[src/rtl/selection_mask_cell_classifier_top_defines.svh]
// Assertion macros used by the classifier back end (smcc_back).
`ifndef SELECTION_MASK_CELL_CLASSIFIER_TOP_DEFINES_SVH
`define SELECTION_MASK_CELL_CLASSIFIER_TOP_DEFINES_SVH

// Check that a condition implies another in the same cycle.
`define SMCC_ASSERT_IMPLY(lbl, clk, rst_n, ante, cons, msg) \
	lbl: assert property (@(posedge clk) disable iff (!rst_n) (ante) |-> (cons)) \
		else $error(msg);

// Check that a condition implies another in the following cycle.
`define SMCC_ASSERT_NEXT(lbl, clk, rst_n, ante, cons, msg) \
	lbl: assert property (@(posedge clk) disable iff (!rst_n) (ante) |=> (cons)) \
		else $error(msg);

`endif

[src/rtl/smcc_pkg.sv]
package smcc_pkg;

	// Field widths
	localparam int COORD_BITS_DEF = 12;
	localparam int SEL_W  = 11;
	localparam int DIM_W  = 11;
	localparam int PIX_W  = 8;
	localparam int MAG_W  = 11;
	localparam int SQ_W   = 2 * MAG_W;
	localparam int PROD_W = 2 * SQ_W;
	localparam int SUM_W  = PROD_W + 1;

	// Configuration port
	localparam int ADDR_W = 5;
	localparam int DATA_W = 32;
	localparam logic [DIM_W-1:0] GRID_RESET = 11'd1024;

	typedef enum logic [2:0] {
		REG_SEL_LEFT      = 3'd0,
		REG_SEL_TOP       = 3'd1,
		REG_SEL_WIDTH     = 3'd2,
		REG_SEL_HEIGHT    = 3'd3,
		REG_SHAPE_ELLIPSE = 3'd4,
		REG_GRID_COLS     = 3'd5,
		REG_GRID_ROWS     = 3'd6,
		REG_TRANSPARENT   = 3'd7
	} reg_idx_t;

	// Register file contents as seen by the datapath
	typedef struct packed {
		logic [SEL_W-1:0] sel_left;
		logic [SEL_W-1:0] sel_top;
		logic [DIM_W-1:0] sel_width;
		logic [DIM_W-1:0] sel_height;
		logic             shape_ellipse;
		logic [DIM_W-1:0] grid_cols;
		logic [DIM_W-1:0] grid_rows;
		logic [PIX_W-1:0] transparent_value;
	} cfg_t;

	// Stage 1: box and grid tests, centred offsets
	typedef struct packed {
		logic             in_box;
		logic             in_grid;
		logic             ell_en;
		logic [MAG_W-1:0] dx_mag;
		logic [MAG_W-1:0] dy_mag;
		logic [DIM_W-1:0] a;
		logic [DIM_W-1:0] b;
		logic [PIX_W-1:0] pixel;
	} s1_t;

	// Stage 2: squares
	typedef struct packed {
		logic            in_box;
		logic            in_grid;
		logic            ell_en;
		logic [SQ_W-1:0] dx2;
		logic [SQ_W-1:0] dy2;
		logic [SQ_W-1:0] a2;
		logic [SQ_W-1:0] b2;
		logic [PIX_W-1:0] pixel;
	} s2_t;

	// Stage 3: cross products
	typedef struct packed {
		logic              in_box;
		logic              in_grid;
		logic              ell_en;
		logic [PROD_W-1:0] term_x;
		logic [PROD_W-1:0] term_y;
		logic [PROD_W-1:0] bound;
		logic [PIX_W-1:0]  pixel;
	} s3_t;

endpackage

[src/rtl/smcc_if.sv]
// Cell channel: one coordinate and the pixel at it
interface smcc_cell_if #(
	parameter int COORD_BITS = smcc_pkg::COORD_BITS_DEF
);
	logic                         valid;
	logic                         ready;
	logic signed [COORD_BITS-1:0] cell_col;
	logic signed [COORD_BITS-1:0] cell_row;
	logic [smcc_pkg::PIX_W-1:0]   pixel_value;

	modport source (output valid, cell_col, cell_row, pixel_value, input ready);
	modport sink (input valid, cell_col, cell_row, pixel_value, output ready);
endinterface

// Result channel: classification of one cell
interface smcc_result_if;
	logic                       valid;
	logic                       ready;
	logic                       in_selection;
	logic                       in_mask;
	logic [smcc_pkg::PIX_W-1:0] clip_value;
	logic                       clear_change;

	modport source (output valid, in_selection, in_mask, clip_value, clear_change,
		input ready);
	modport sink (input valid, in_selection, in_mask, clip_value, clear_change,
		output ready);
endinterface

[src/rtl/smcc_cfg.sv]
module smcc_cfg (
	input  logic                          clk,
	input  logic                          arst_n,
	input  logic                          psel,
	input  logic                          penable,
	input  logic                          pwrite,
	input  logic [smcc_pkg::ADDR_W-1:0]   paddr,
	input  logic [smcc_pkg::DATA_W-1:0]   pwdata,
	output logic [smcc_pkg::DATA_W-1:0]   prdata,
	output logic                          pready,
	output smcc_pkg::cfg_t                cfg
);

	smcc_pkg::cfg_t   cfg_q;
	smcc_pkg::reg_idx_t idx;
	logic             wr_en;

	assign idx    = smcc_pkg::reg_idx_t'(paddr[4:2]);
	assign wr_en  = psel && penable && pwrite;
	assign pready = 1'b1;
	assign cfg    = cfg_q;

	// Write a register on the access phase of a transfer
	always_ff @(posedge clk or negedge arst_n) begin
		if (!arst_n) begin
			cfg_q.sel_left          <= '0;
			cfg_q.sel_top           <= '0;
			cfg_q.sel_width         <= '0;
			cfg_q.sel_height        <= '0;
			cfg_q.shape_ellipse     <= 1'b0;
			cfg_q.grid_cols         <= smcc_pkg::GRID_RESET;
			cfg_q.grid_rows         <= smcc_pkg::GRID_RESET;
			cfg_q.transparent_value <= '0;
		end else if (wr_en) begin
			unique case (idx)
				smcc_pkg::REG_SEL_LEFT:      cfg_q.sel_left <= pwdata[smcc_pkg::SEL_W-1:0];
				smcc_pkg::REG_SEL_TOP:       cfg_q.sel_top <= pwdata[smcc_pkg::SEL_W-1:0];
				smcc_pkg::REG_SEL_WIDTH:     cfg_q.sel_width <= pwdata[smcc_pkg::DIM_W-1:0];
				smcc_pkg::REG_SEL_HEIGHT:    cfg_q.sel_height <= pwdata[smcc_pkg::DIM_W-1:0];
				smcc_pkg::REG_SHAPE_ELLIPSE: cfg_q.shape_ellipse <= pwdata[0];
				smcc_pkg::REG_GRID_COLS:     cfg_q.grid_cols <= pwdata[smcc_pkg::DIM_W-1:0];
				smcc_pkg::REG_GRID_ROWS:     cfg_q.grid_rows <= pwdata[smcc_pkg::DIM_W-1:0];
				smcc_pkg::REG_TRANSPARENT:
					cfg_q.transparent_value <= pwdata[smcc_pkg::PIX_W-1:0];
			endcase
		end
	end

	// Return the addressed register, zero-filled
	always_comb begin
		unique case (idx)
			smcc_pkg::REG_SEL_LEFT:      prdata = smcc_pkg::DATA_W'(cfg_q.sel_left);
			smcc_pkg::REG_SEL_TOP:       prdata = smcc_pkg::DATA_W'(cfg_q.sel_top);
			smcc_pkg::REG_SEL_WIDTH:     prdata = smcc_pkg::DATA_W'(cfg_q.sel_width);
			smcc_pkg::REG_SEL_HEIGHT:    prdata = smcc_pkg::DATA_W'(cfg_q.sel_height);
			smcc_pkg::REG_SHAPE_ELLIPSE: prdata = smcc_pkg::DATA_W'(cfg_q.shape_ellipse);
			smcc_pkg::REG_GRID_COLS:     prdata = smcc_pkg::DATA_W'(cfg_q.grid_cols);
			smcc_pkg::REG_GRID_ROWS:     prdata = smcc_pkg::DATA_W'(cfg_q.grid_rows);
			smcc_pkg::REG_TRANSPARENT:   prdata = smcc_pkg::DATA_W'(cfg_q.transparent_value);
		endcase
	end

endmodule

[src/rtl/smcc_front.sv]
module smcc_front #(
	parameter int COORD_BITS = smcc_pkg::COORD_BITS_DEF
) (
	input  logic            clk,
	input  logic            arst_n,
	input  smcc_pkg::cfg_t  cfg,
	smcc_cell_if.sink       cell_rx,
	input  logic            ready_s2,
	output logic            valid_s1,
	output smcc_pkg::s1_t   data_s1
);

	// Wide enough for any coordinate, corner and far edge of the box
	localparam int DW = ((COORD_BITS > 12) ? COORD_BITS : 12) + 2;

	logic signed [DW-1:0] col_x, row_x, left_x, top_x, w_x, h_x, gc_x, gr_x;
	logic signed [DW-1:0] d_col, d_row;
	logic [smcc_pkg::DIM_W-1:0] a, b;
	logic signed [12:0] dx, dy, dx_neg, dy_neg;
	logic ready_s1;
	smcc_pkg::s1_t next_s1;

	assign col_x  = DW'(cell_rx.cell_col);
	assign row_x  = DW'(cell_rx.cell_row);
	assign left_x = DW'($signed(cfg.sel_left));
	assign top_x  = DW'($signed(cfg.sel_top));
	assign w_x    = $signed(DW'(cfg.sel_width));
	assign h_x    = $signed(DW'(cfg.sel_height));
	assign gc_x   = $signed(DW'(cfg.grid_cols));
	assign gr_x   = $signed(DW'(cfg.grid_rows));
	assign d_col  = col_x - left_x;
	assign d_row  = row_x - top_x;
	assign a      = cfg.sel_width - 11'd1;
	assign b      = cfg.sel_height - 11'd1;

	// Centre the offsets on doubled coordinates; only meaningful inside the box
	assign dx     = $signed({1'b0, d_col[10:0], 1'b0}) - $signed({2'b00, a});
	assign dy     = $signed({1'b0, d_row[10:0], 1'b0}) - $signed({2'b00, b});
	assign dx_neg = -dx;
	assign dy_neg = -dy;

	always_comb begin
		next_s1.in_box  = (col_x >= left_x) && (row_x >= top_x) &&
			(col_x < left_x + w_x) && (row_x < top_x + h_x);
		next_s1.in_grid = !col_x[DW-1] && !row_x[DW-1] && (col_x < gc_x) && (row_x < gr_x);
		next_s1.ell_en  = cfg.shape_ellipse && (cfg.sel_width > 11'd1) &&
			(cfg.sel_height > 11'd1);
		next_s1.dx_mag  = dx[12] ? dx_neg[10:0] : dx[10:0];
		next_s1.dy_mag  = dy[12] ? dy_neg[10:0] : dy[10:0];
		next_s1.a       = a;
		next_s1.b       = b;
		next_s1.pixel   = cell_rx.pixel_value;
	end

	// Take a transfer when the stage is empty or drains this cycle
	assign ready_s1      = !valid_s1 || ready_s2;
	assign cell_rx.ready = ready_s1;

	always_ff @(posedge clk or negedge arst_n) begin
		if (!arst_n) begin
			valid_s1 <= 1'b0;
		end else if (ready_s1) begin
			valid_s1 <= cell_rx.valid;
		end
	end

	always_ff @(posedge clk) begin
		if (ready_s1 && cell_rx.valid) begin
			data_s1 <= next_s1;
		end
	end

endmodule

[src/rtl/smcc_ellipse.sv]
module smcc_ellipse (
	input  logic          clk,
	input  logic          arst_n,
	input  logic          valid_s1,
	input  smcc_pkg::s1_t data_s1,
	output logic          ready_s2,
	input  logic          ready_s4,
	output logic          valid_s3,
	output smcc_pkg::s3_t data_s3
);

	logic          valid_s2;
	smcc_pkg::s2_t data_s2;
	logic          ready_s3;

	assign ready_s2 = !valid_s2 || ready_s3;
	assign ready_s3 = !valid_s3 || ready_s4;

	// Square offsets and semi-axes
	always_ff @(posedge clk or negedge arst_n) begin
		if (!arst_n) begin
			valid_s2 <= 1'b0;
		end else if (ready_s2) begin
			valid_s2 <= valid_s1;
		end
	end

	always_ff @(posedge clk) begin
		if (ready_s2 && valid_s1) begin
			data_s2.in_box  <= data_s1.in_box;
			data_s2.in_grid <= data_s1.in_grid;
			data_s2.ell_en  <= data_s1.ell_en;
			data_s2.dx2     <= {11'b0, data_s1.dx_mag} * {11'b0, data_s1.dx_mag};
			data_s2.dy2     <= {11'b0, data_s1.dy_mag} * {11'b0, data_s1.dy_mag};
			data_s2.a2      <= {11'b0, data_s1.a} * {11'b0, data_s1.a};
			data_s2.b2      <= {11'b0, data_s1.b} * {11'b0, data_s1.b};
			data_s2.pixel   <= data_s1.pixel;
		end
	end

	// Form dx^2*b^2, dy^2*a^2 and the bound a^2*b^2
	always_ff @(posedge clk or negedge arst_n) begin
		if (!arst_n) begin
			valid_s3 <= 1'b0;
		end else if (ready_s3) begin
			valid_s3 <= valid_s2;
		end
	end

	always_ff @(posedge clk) begin
		if (ready_s3 && valid_s2) begin
			data_s3.in_box  <= data_s2.in_box;
			data_s3.in_grid <= data_s2.in_grid;
			data_s3.ell_en  <= data_s2.ell_en;
			data_s3.term_x  <= {22'b0, data_s2.dx2} * {22'b0, data_s2.b2};
			data_s3.term_y  <= {22'b0, data_s2.dy2} * {22'b0, data_s2.a2};
			data_s3.bound   <= {22'b0, data_s2.a2} * {22'b0, data_s2.b2};
			data_s3.pixel   <= data_s2.pixel;
		end
	end

endmodule

[src/rtl/smcc_back.sv]
`include "selection_mask_cell_classifier_top_defines.svh"

module smcc_back (
	input  logic          clk,
	input  logic          arst_n,
	input  smcc_pkg::cfg_t cfg,
	input  logic          valid_s3,
	input  smcc_pkg::s3_t data_s3,
	output logic          ready_s4,
	smcc_result_if.source result
);

	logic [smcc_pkg::SUM_W-1:0] lhs;
	logic ell_in, sel, mask;
	logic valid_s4;

	assign lhs    = {1'b0, data_s3.term_x} + {1'b0, data_s3.term_y};
	assign ell_in = lhs <= {1'b0, data_s3.bound};
	assign sel    = data_s3.in_box && (!data_s3.ell_en || ell_in);
	assign mask   = sel && data_s3.in_grid;

	// Output register: hold the result until the sink takes it
	assign ready_s4     = !valid_s4 || result.ready;
	assign result.valid = valid_s4;

	always_ff @(posedge clk or negedge arst_n) begin
		if (!arst_n) begin
			valid_s4 <= 1'b0;
		end else if (ready_s4) begin
			valid_s4 <= valid_s3;
		end
	end

	always_ff @(posedge clk) begin
		if (ready_s4 && valid_s3) begin
			result.in_selection <= sel;
			result.in_mask      <= mask;
			result.clip_value   <= mask ? data_s3.pixel : cfg.transparent_value;
			result.clear_change <= mask && (data_s3.pixel != cfg.transparent_value);
		end
	end

	`SMCC_ASSERT_IMPLY(a_mask_in_sel, clk, arst_n,
		result.valid && result.in_mask, result.in_selection, "mask set outside selection")
	`SMCC_ASSERT_IMPLY(a_clip_trans, clk, arst_n,
		result.valid && !result.in_mask, result.clip_value == cfg.transparent_value,
		"clip value not transparent outside mask")
	`SMCC_ASSERT_NEXT(a_box_gate, clk, arst_n,
		valid_s3 && ready_s4 && !data_s3.in_box, !result.in_selection,
		"cell outside box reported as selected")

endmodule

[src/rtl/selection_mask_cell_classifier_top.sv]
// Selection mask cell classifier. One cell (column, row, pixel) enters and one
// classification leaves per clock while the result sink is ready, each result passing
// four register stages: box and grid compares, squaring of the centred offsets and
// semi-axes, the two cross products, then the ellipse sum and compare into the output
// register. Every stage stalls on its own, so a waiting result does not stop new cells
// filling empty stages. Registers are to be written over the APB port while no cell is in
// flight (the block does not enforce this); they take effect for the next cell accepted.
module selection_mask_cell_classifier_top #(
	parameter int COORD_BITS = smcc_pkg::COORD_BITS_DEF
) (
	input  logic                        clk,
	input  logic                        arst_n,
	input  logic                        psel,
	input  logic                        penable,
	input  logic                        pwrite,
	input  logic [smcc_pkg::ADDR_W-1:0] paddr,
	input  logic [smcc_pkg::DATA_W-1:0] pwdata,
	output logic [smcc_pkg::DATA_W-1:0] prdata,
	output logic                        pready,
	smcc_cell_if.sink                   cell_in,
	smcc_result_if.source               result_out
);

	smcc_pkg::cfg_t cfg;
	logic           valid_s1, ready_s2, valid_s3, ready_s4;
	smcc_pkg::s1_t  data_s1;
	smcc_pkg::s3_t  data_s3;

	smcc_cfg u_cfg (
		.clk     (clk),
		.arst_n  (arst_n),
		.psel    (psel),
		.penable (penable),
		.pwrite  (pwrite),
		.paddr   (paddr),
		.pwdata  (pwdata),
		.prdata  (prdata),
		.pready  (pready),
		.cfg     (cfg)
	);

	smcc_front #(
		.COORD_BITS (COORD_BITS)
	) u_front (
		.clk      (clk),
		.arst_n   (arst_n),
		.cfg      (cfg),
		.cell_rx  (cell_in),
		.ready_s2 (ready_s2),
		.valid_s1 (valid_s1),
		.data_s1  (data_s1)
	);

	smcc_ellipse u_ellipse (
		.clk      (clk),
		.arst_n   (arst_n),
		.valid_s1 (valid_s1),
		.data_s1  (data_s1),
		.ready_s2 (ready_s2),
		.ready_s4 (ready_s4),
		.valid_s3 (valid_s3),
		.data_s3  (data_s3)
	);

	smcc_back u_back (
		.clk      (clk),
		.arst_n   (arst_n),
		.cfg      (cfg),
		.valid_s3 (valid_s3),
		.data_s3  (data_s3),
		.ready_s4 (ready_s4),
		.result   (result_out)
	);

endmodule

[src/flat_wrapper.sv]
// flat-port wrapper written by rule: the top's interface ports become plain ports
module selection_mask_cell_classifier_top_flat 
#(
	parameter int COORD_BITS = smcc_pkg::COORD_BITS_DEF
)
  (clk, arst_n, psel, penable, pwrite, paddr, pwdata, prdata, pready, cell_in_valid, cell_in_cell_col, cell_in_cell_row, cell_in_pixel_value, cell_in_ready, result_out_valid, result_out_in_selection, result_out_in_mask, result_out_clip_value, result_out_clear_change, result_out_ready);
  smcc_cell_if #(.COORD_BITS(COORD_BITS)) cell_in_i ();
  smcc_result_if result_out_i ();
  input  logic clk;
  input  logic arst_n;
  input  logic psel;
  input  logic penable;
  input  logic pwrite;
  input  logic [smcc_pkg::ADDR_W-1:0] paddr;
  input  logic [smcc_pkg::DATA_W-1:0] pwdata;
  output logic [smcc_pkg::DATA_W-1:0] prdata;
  output logic pready;
  input wire logic [$bits(cell_in_i.valid)-1:0] cell_in_valid;
  input wire logic [$bits(cell_in_i.cell_col)-1:0] cell_in_cell_col;
  input wire logic [$bits(cell_in_i.cell_row)-1:0] cell_in_cell_row;
  input wire logic [$bits(cell_in_i.pixel_value)-1:0] cell_in_pixel_value;
  output wire logic [$bits(cell_in_i.ready)-1:0] cell_in_ready;
  output wire logic [$bits(result_out_i.valid)-1:0] result_out_valid;
  output wire logic [$bits(result_out_i.in_selection)-1:0] result_out_in_selection;
  output wire logic [$bits(result_out_i.in_mask)-1:0] result_out_in_mask;
  output wire logic [$bits(result_out_i.clip_value)-1:0] result_out_clip_value;
  output wire logic [$bits(result_out_i.clear_change)-1:0] result_out_clear_change;
  input wire logic [$bits(result_out_i.ready)-1:0] result_out_ready;
  assign cell_in_i.valid = cell_in_valid;
  assign cell_in_i.cell_col = cell_in_cell_col;
  assign cell_in_i.cell_row = cell_in_cell_row;
  assign cell_in_i.pixel_value = cell_in_pixel_value;
  assign cell_in_ready = cell_in_i.ready;
  assign result_out_valid = result_out_i.valid;
  assign result_out_in_selection = result_out_i.in_selection;
  assign result_out_in_mask = result_out_i.in_mask;
  assign result_out_clip_value = result_out_i.clip_value;
  assign result_out_clear_change = result_out_i.clear_change;
  assign result_out_i.ready = result_out_ready;
  selection_mask_cell_classifier_top #(.COORD_BITS(COORD_BITS)) u_core (.clk(clk), .arst_n(arst_n), .psel(psel), .penable(penable), .pwrite(pwrite), .paddr(paddr), .pwdata(pwdata), .prdata(prdata), .pready(pready), .cell_in(cell_in_i), .result_out(result_out_i));
endmodule
[config.mk]
export PLATFORM = sky130hd
export DESIGN_NAME = selection_mask_cell_classifier_top_flat
export DESIGN_NICKNAME = d
export VERILOG_FILES = /design/src/rtl/smcc_pkg.sv /design/src/rtl/smcc_if.sv /design/src/rtl/smcc_cfg.sv /design/src/rtl/smcc_front.sv /design/src/rtl/smcc_ellipse.sv /design/src/rtl/smcc_back.sv /design/src/rtl/selection_mask_cell_classifier_top.sv /design/src/flat_wrapper.sv
export VERILOG_INCLUDE_DIRS = /design/src /design/src/rtl
export SDC_FILE = /design/constraint.sdc
export NUM_CORES = 2
export LEC_CHECK = 0
export BUFFER_PORTS_ARGS = -buffer_cell sky130_fd_sc_hd__buf_4
export CAP_MARGIN = 20
export CORE_ASPECT_RATIO = 0.75
export CORE_MARGIN = 2
export CORE_UTILIZATION = 60
export CTS_CLUSTER_SIZE = 24
export DETAILED_ROUTE_END_ITERATION = 10
export GPL_ROUTABILITY_DRIVEN = 1
export PLACE_DENSITY = 0.76
export SYNTH_ARGS = -nofsm -noshare
export SYNTH_HDL_FRONTEND = slang
export SYNTH_SLANG_ARGS = --single-unit
export TNS_END_PERCENT = 5
[constraint.sdc]
create_clock -name clk -period 6.7 [get_ports clk]
set_input_delay 1.34 -clock clk [delete_from_list [all_inputs] [get_ports clk]]
set_output_delay 1.34 -clock clk [all_outputs]
set_load 0.01 [all_outputs]
## Yosys cells after proc, flatten, opt, wreduce, memory -nomap -nowiden

Index checks and enable logic that the tools add are counted.

| cells by class | value |
|---|---|
| add/subtract/negate cells | 11 |
| $lt $le $gt $ge | 9 |
| multiply operators | 7 |
| eq/ne operators | 8 |
| reduce and logical (&&, ||, !) cells | 38 |
| muxes and demuxes | 4 |

Operators with widths:

| cell | count |
|---|---|
| $pmux W32 S8 | 1 |
| $mul A22 B22 Y44 | 3 |
| $mul A11 B11 Y22 | 4 |
| $add A44 B44 Y45 | 1 |
| $le A45 B44 Y1 | 1 |
| $add A11 B12 Y13 | 2 |
| $lt A12 B13 Y1 | 2 |
| $sub A12 B11 Y13 | 2 |
| $ge A12 B11 Y1 | 2 |
| $lt A12 B12 Y1 | 2 |
| $gt A11 B1 Y1 const B | 2 |
| $mux W11 | 2 |
| $neg A11 Y11 | 2 |
| $sub A11 B1 Y11 const B | 2 |
| $sub A11 B11 Y11 | 2 |
| $logic_and A1 B1 Y1 | 17 |
| $reduce_and A2 Y1 | 8 |
| $eq A3 B3 Y1 const B | 4 |
| $mux W8 | 1 |
| $ne A8 B8 Y1 | 1 |
| $logic_not A1 Y1 | 7 |
| $eq A3 B2 Y1 const B | 2 |
| $logic_or A1 B1 Y1 | 5 |
| $eq A3 B1 Y1 const B | 1 |
| $logic_not A3 Y1 | 1 |

| word-level totals | value |
|---|---|
| word-level logic and storage cells | 116 |
| flip-flop bits (word level) | 387 |
| input port bits | 76 |

## Longest topological paths before layout

| logic depth | value |
|---|---|
| depth after elaboration | 6 |
| mapped depth | 27 |
| mapped depth without buffers | 26 |

## Hierarchy

Synthesis repeated with hierarchy kept, for this count alone.

| second synthesis, totals | value |
|---|---|
| cells, all modules | 8452 |
| area, all modules | 80342.1 µm² |

Modules (own cells, without submodules):

| module | cells an instance | area each (µm²) | sequential area each (µm²) | instances |
|---|---|---|---|---|
| smcc_ellipse | 6886 | 66005.8 | 7106.8 | 1 |
| smcc_front | 728 | 6535.0 | 1676.6 | 1 |
| smcc_back | 527 | 4027.6 | 355.3 | 1 |
| smcc_cfg | 311 | 3773.6 | 1879.3 | 1 |

## Worst setup path after synthesis

No wires, ideal clock.

| path | value |
|---|---|
| kind | reg-to-reg |
| start point | register u_core.u_ellipse.data_s2[37] (netlist bit) |
| end point | register u_core.u_ellipse.data_s3[92] (netlist name) |
| clock period less this slack | 6.737 ns |
| buffers on the path | 1 |
| library setup time | 0.260 ns |
| arrival time | 6.477 ns |
| stages on the path, launching flop included | 24 |
| slack | -0.037 ns |
| required time | 6.440 ns |
| path through | edfxtp_1 clkbuf_1 and2_1 fa_1 inv_1 fa_1 fa_1 inv_1 fa_1 fa_1 fa_1 fa_1 ha_1 and2_2 nor3b_1 o31ai_1 o211ai_2 nand3_1 a21oi_1 nor3_1 nor3_1 a221o_1 or2_2 xor2_1 |

| on the way | value |
|---|---|
| longest elaborated chain between the ends | 1 |

RTL lines:

| element | line | source |
|---|---|---|
| start, declared | smcc_ellipse.sv:13 | `smcc_pkg::s2_t data_s2;` |
| $mul A22 B22 Y44 | smcc_ellipse.sv:56 | `data_s3.term_y <= {22'b0, data_s2.dy2} * {22'b0, data_s2.a2};` |

Every way passes these cells.
A chain may end at the register's enable or synchronous reset.

## Final worst setup path

| path | value |
|---|---|
| start point | register u_core.u_ellipse.data_s2[21] (netlist bit) |
| end point | register u_core.u_ellipse.data_s3[49] (netlist name) |

| on the way | value |
|---|---|
| longest elaborated chain between the ends | 1 |

RTL lines:

| element | line | source |
|---|---|---|
| $mul A22 B22 Y44 | smcc_ellipse.sv:57 | `data_s3.bound <= {22'b0, data_s2.a2} * {22'b0, data_s2.b2};` |

Every way passes these cells.

==> impl_metrics.toml <==
[min_path]
hp-class = "flip-flop to flip-flop"

[global_route]
grt_pass1_wl_microns = 321000
grt_max_degree = 80
antenna_found_initial = 4
grt_usage_pct = 29.9
grt_pass1_vias = 61700
grt_overflow_total = 0

[setup_path]
cp.required_ps = 7070
cpPeakStageDelay_ps = 580
crit_fanout = 13
path_class = "flip-flop to flip-flop"
end_kind = "flip-flop"
critPathLaunchType = "flip-flop"
critPathMostFrequentCell = "fa_1"
cpMaxStageDelayCell = "fa_1"
r2r_slack_ps = -410
crit_arrival_ps = 7480

[yosys]
synthDistinctLibCells = 85
ys.flop_type = "edfxtp_1"
yosysSeqAreaShare_pct = 14.0
yosysTopAreaCell = "fa_1"
synth-seq-cells = 380
syn_area_per_cell_sq_um = 9.52
netlist_area_sq_mm = 0.0788
netlist.area_leader.share_pct = 34.7
async_reset_ff_share_pct = 20.8
yosysWarnings = 0
synthTopCellsByArea = "fa_1, ha_1, edfxtp_1"
syn_inst = 8273
synth-edff-count = 301

[run_status]
status = "finished, violations left"
violations = "setup timing"

[sta]
max_slew_margin_pct = 27.6
hold_viol = 0
skew_ps = 51.4
finalMaxSlewViolations = 0
setup_violations = 41
worstMarginPinSlew_ps = 1080
max_freq_ghz = 0.141
post-route-period-util_pct = 106
worst_slack_ps = -410
finalCriticalPeriod_ps = 7110
rsz0062_at_grt = "yes"
fin_hold_ws_ps = 415

[placed_design]
dpl_cell_area_sq_mm = 0.0848
port_buffers = 76
hpwl_microns = 160000
place_ws_ps = -519
finalWeightedCongestion = 0.942
placedCellCount = 10300

[drt]
vias = 57400
drt_iter0_drc = 3957
wl_met1_microns = 83200
met3_length_microns = 14100
drtAntennaViolNets = 0
viasPerCell = 5.51
wl_met2_microns = 89800
drc = 0
wl_microns = 194000
routedWlPerCell_microns = 18.7
topRoutingLayerUsed = "met5"
first_pass_iters = 6

[floorplanning]
design.die.area_sq_mm = 0.134
core-area_sq_mm = 0.131
io_pins = 122
die_h_microns = 318
row_count = 115
die_w_microns = 422
initial_core_util_pct = 60.3

[final_layout]
finish.net_count = 11000
stdcell_count = 10400
final-seq-area_sq_mm = 0.0110
fillCellCount = 10100
multi_input_area_sq_mm = 0.0607
syn_to_final_growth_pct = 10.8
design_area_sq_mm = 0.0873
final_layout_size_suffix_gt1_share_pct = 9.87

[cts]
clockBufferDepth = 3
worstSkewPairLatency_ps = 640
clk_pin_slew_ps = 70
cts_tree = "built"
numCtsBuffers = 44
cts_max_level = 2
clockRootBuffer = "clkbuf_16"
numClockSinks = 380
postCtsHoldBufs = 0

[flow_run]
maxCapViolations = 0
-- cells by family (layout without fill, tap and decap cells) --
logic type               count (synthesis)  in the layout  synth area share (%)
AND/OR/NAND/NOR                       2237           2237                  14.6
multiplexers                            65             65                 0.942
XOR/XNOR                               339            339                  3.77
adder cells (fa/ha/maj)               2311           2311                  49.7
flip-flops                             380            380                  14.0
buffers and inverters                 2100           2406                  10.1
other                                    2             69               0.00953
AO/OA/AOI/OAI                          839            839                  6.84
-- synth_stat cells, drive strengths merged, types with 49 or more instances --
master and n:
a21oi 258, xnor2 231, nand3 49, nand2 780, edfxtp 301, clkbuf 322
nor2b 58, dfrtp 77, ha 947, mux2 53, nor2 178, and2 957
fa 1364, a21o 164, xor2 108, o21ai 187, o21bai 53, nand2b 57
inv 1748
-- layer usage --
metal  up-vias  track usage (%)
met5         -                0
met4         2             9.70
met3       346             4.27
met2      1859             48.4
met1     29000             41.7
li1      26100                -
-- stage by stage --
step           TNS, ps  util (%)
2_1_floorplan    -70.0         -
3_3_place_gp     -9870      64.9
3_5_place_dp    -13140      64.9
4_1_cts          -6960      66.4
5_1_grt         -19100      66.8
6_report         -8080      66.8
-- state kept, by name (all words and copies together), names as in the netlist --
register,cells
u_core.u_front.data_s1,55
u_core.u_back.result.valid,1
u_core.u_back.result.in_mask,1
u_core.u_ellipse.data_s3,140
u_core.u_cfg.cfg,75
u_core.u_ellipse.data_s2,95
u_core.u_back.result.clear_change,1
u_core.u_ellipse.valid_s2,1
u_core.u_front.valid_s1,1
u_core.u_back.result.in_selection,1
u_core.u_ellipse.valid_s3,1
u_core.u_back.result.clip_value,8
-- placed cells by master, fill, tap and decap left out, types with 19 or more instances in the layout --
master     count
inv_1       1746
fa_1        1350
and2_1       946
ha_1         935
nand2_1      779
buf_4        489
edfxtp_1     301
a21oi_1      233
xnor2_1      220
nor2_1       174
o21ai_0      162
a21o_1       160
xor2_1       107
dfrtp_1       77
buf_12        68
conb_1        65
nor2b_1       58
nand2b_1      56
mux2_2        53
o21bai_1      51
nand3_1       48
clkbuf_16     47
nor3_1        39
o21a_1        27
nand4_1       26
a21oi_2       23
or3_1         20
a211oi_1      19
-- critical path: cells and delay by family, from the launching register on --
kind,cells,cell delay (ps)
fa+ha+maj,8,3760
compound gates,7,1480
buf+inv,6,610
flops,1,450
simple gates,3,430
xor+xnor,1,80
-- what timing repair did --
| action | CTS | global route |
|---|---|---|
| gates resized for setup | 69 | 81 |
| endpoints found under the setup margin | 48 | 71 |
| pin swaps | 33 | 39 |
| buffers inserted | 7 | 8 |
| gates cloned | 0 | 1 |
-- path summary, 6_finish.rpt --
| check | cells after the start | end | startpoint |
|---|---|---|---|
| setup / recovery | 25 | u_core.u_ellipse.data_s3[49] | u_core.u_ellipse.data_s2[21] |
| hold / removal | 0 | u_core.u_ellipse.data_s3[141] | u_core.u_ellipse.data_s2[97] |
| setup reg to reg | 25 | u_core.u_ellipse.data_s3[49] | u_core.u_ellipse.data_s2[21] |
| hold reg to reg | 0 | u_core.u_ellipse.data_s3[141] | u_core.u_ellipse.data_s2[97] |
| max in group asynchronous | 2 | u_core.u_cfg.cfg[29] | arst_n |
| min in group asynchronous | 1 | u_core.u_cfg.cfg[54] | arst_n |
-- area by class of cell --
class                   count  area share, %
multi-input cells        5856           69.5
flip-flops and latches    380           12.6
inverters                1748           7.52
repair buffers            576           6.04
well taps                1755           2.52
clock buffers              52           1.36
clock inverters            30          0.447
diodes                      4         0.0115
Power is left out: the tool's default activity adds up to more than one toggle a clock period on the data nets, which glitch-free logic cannot reach.
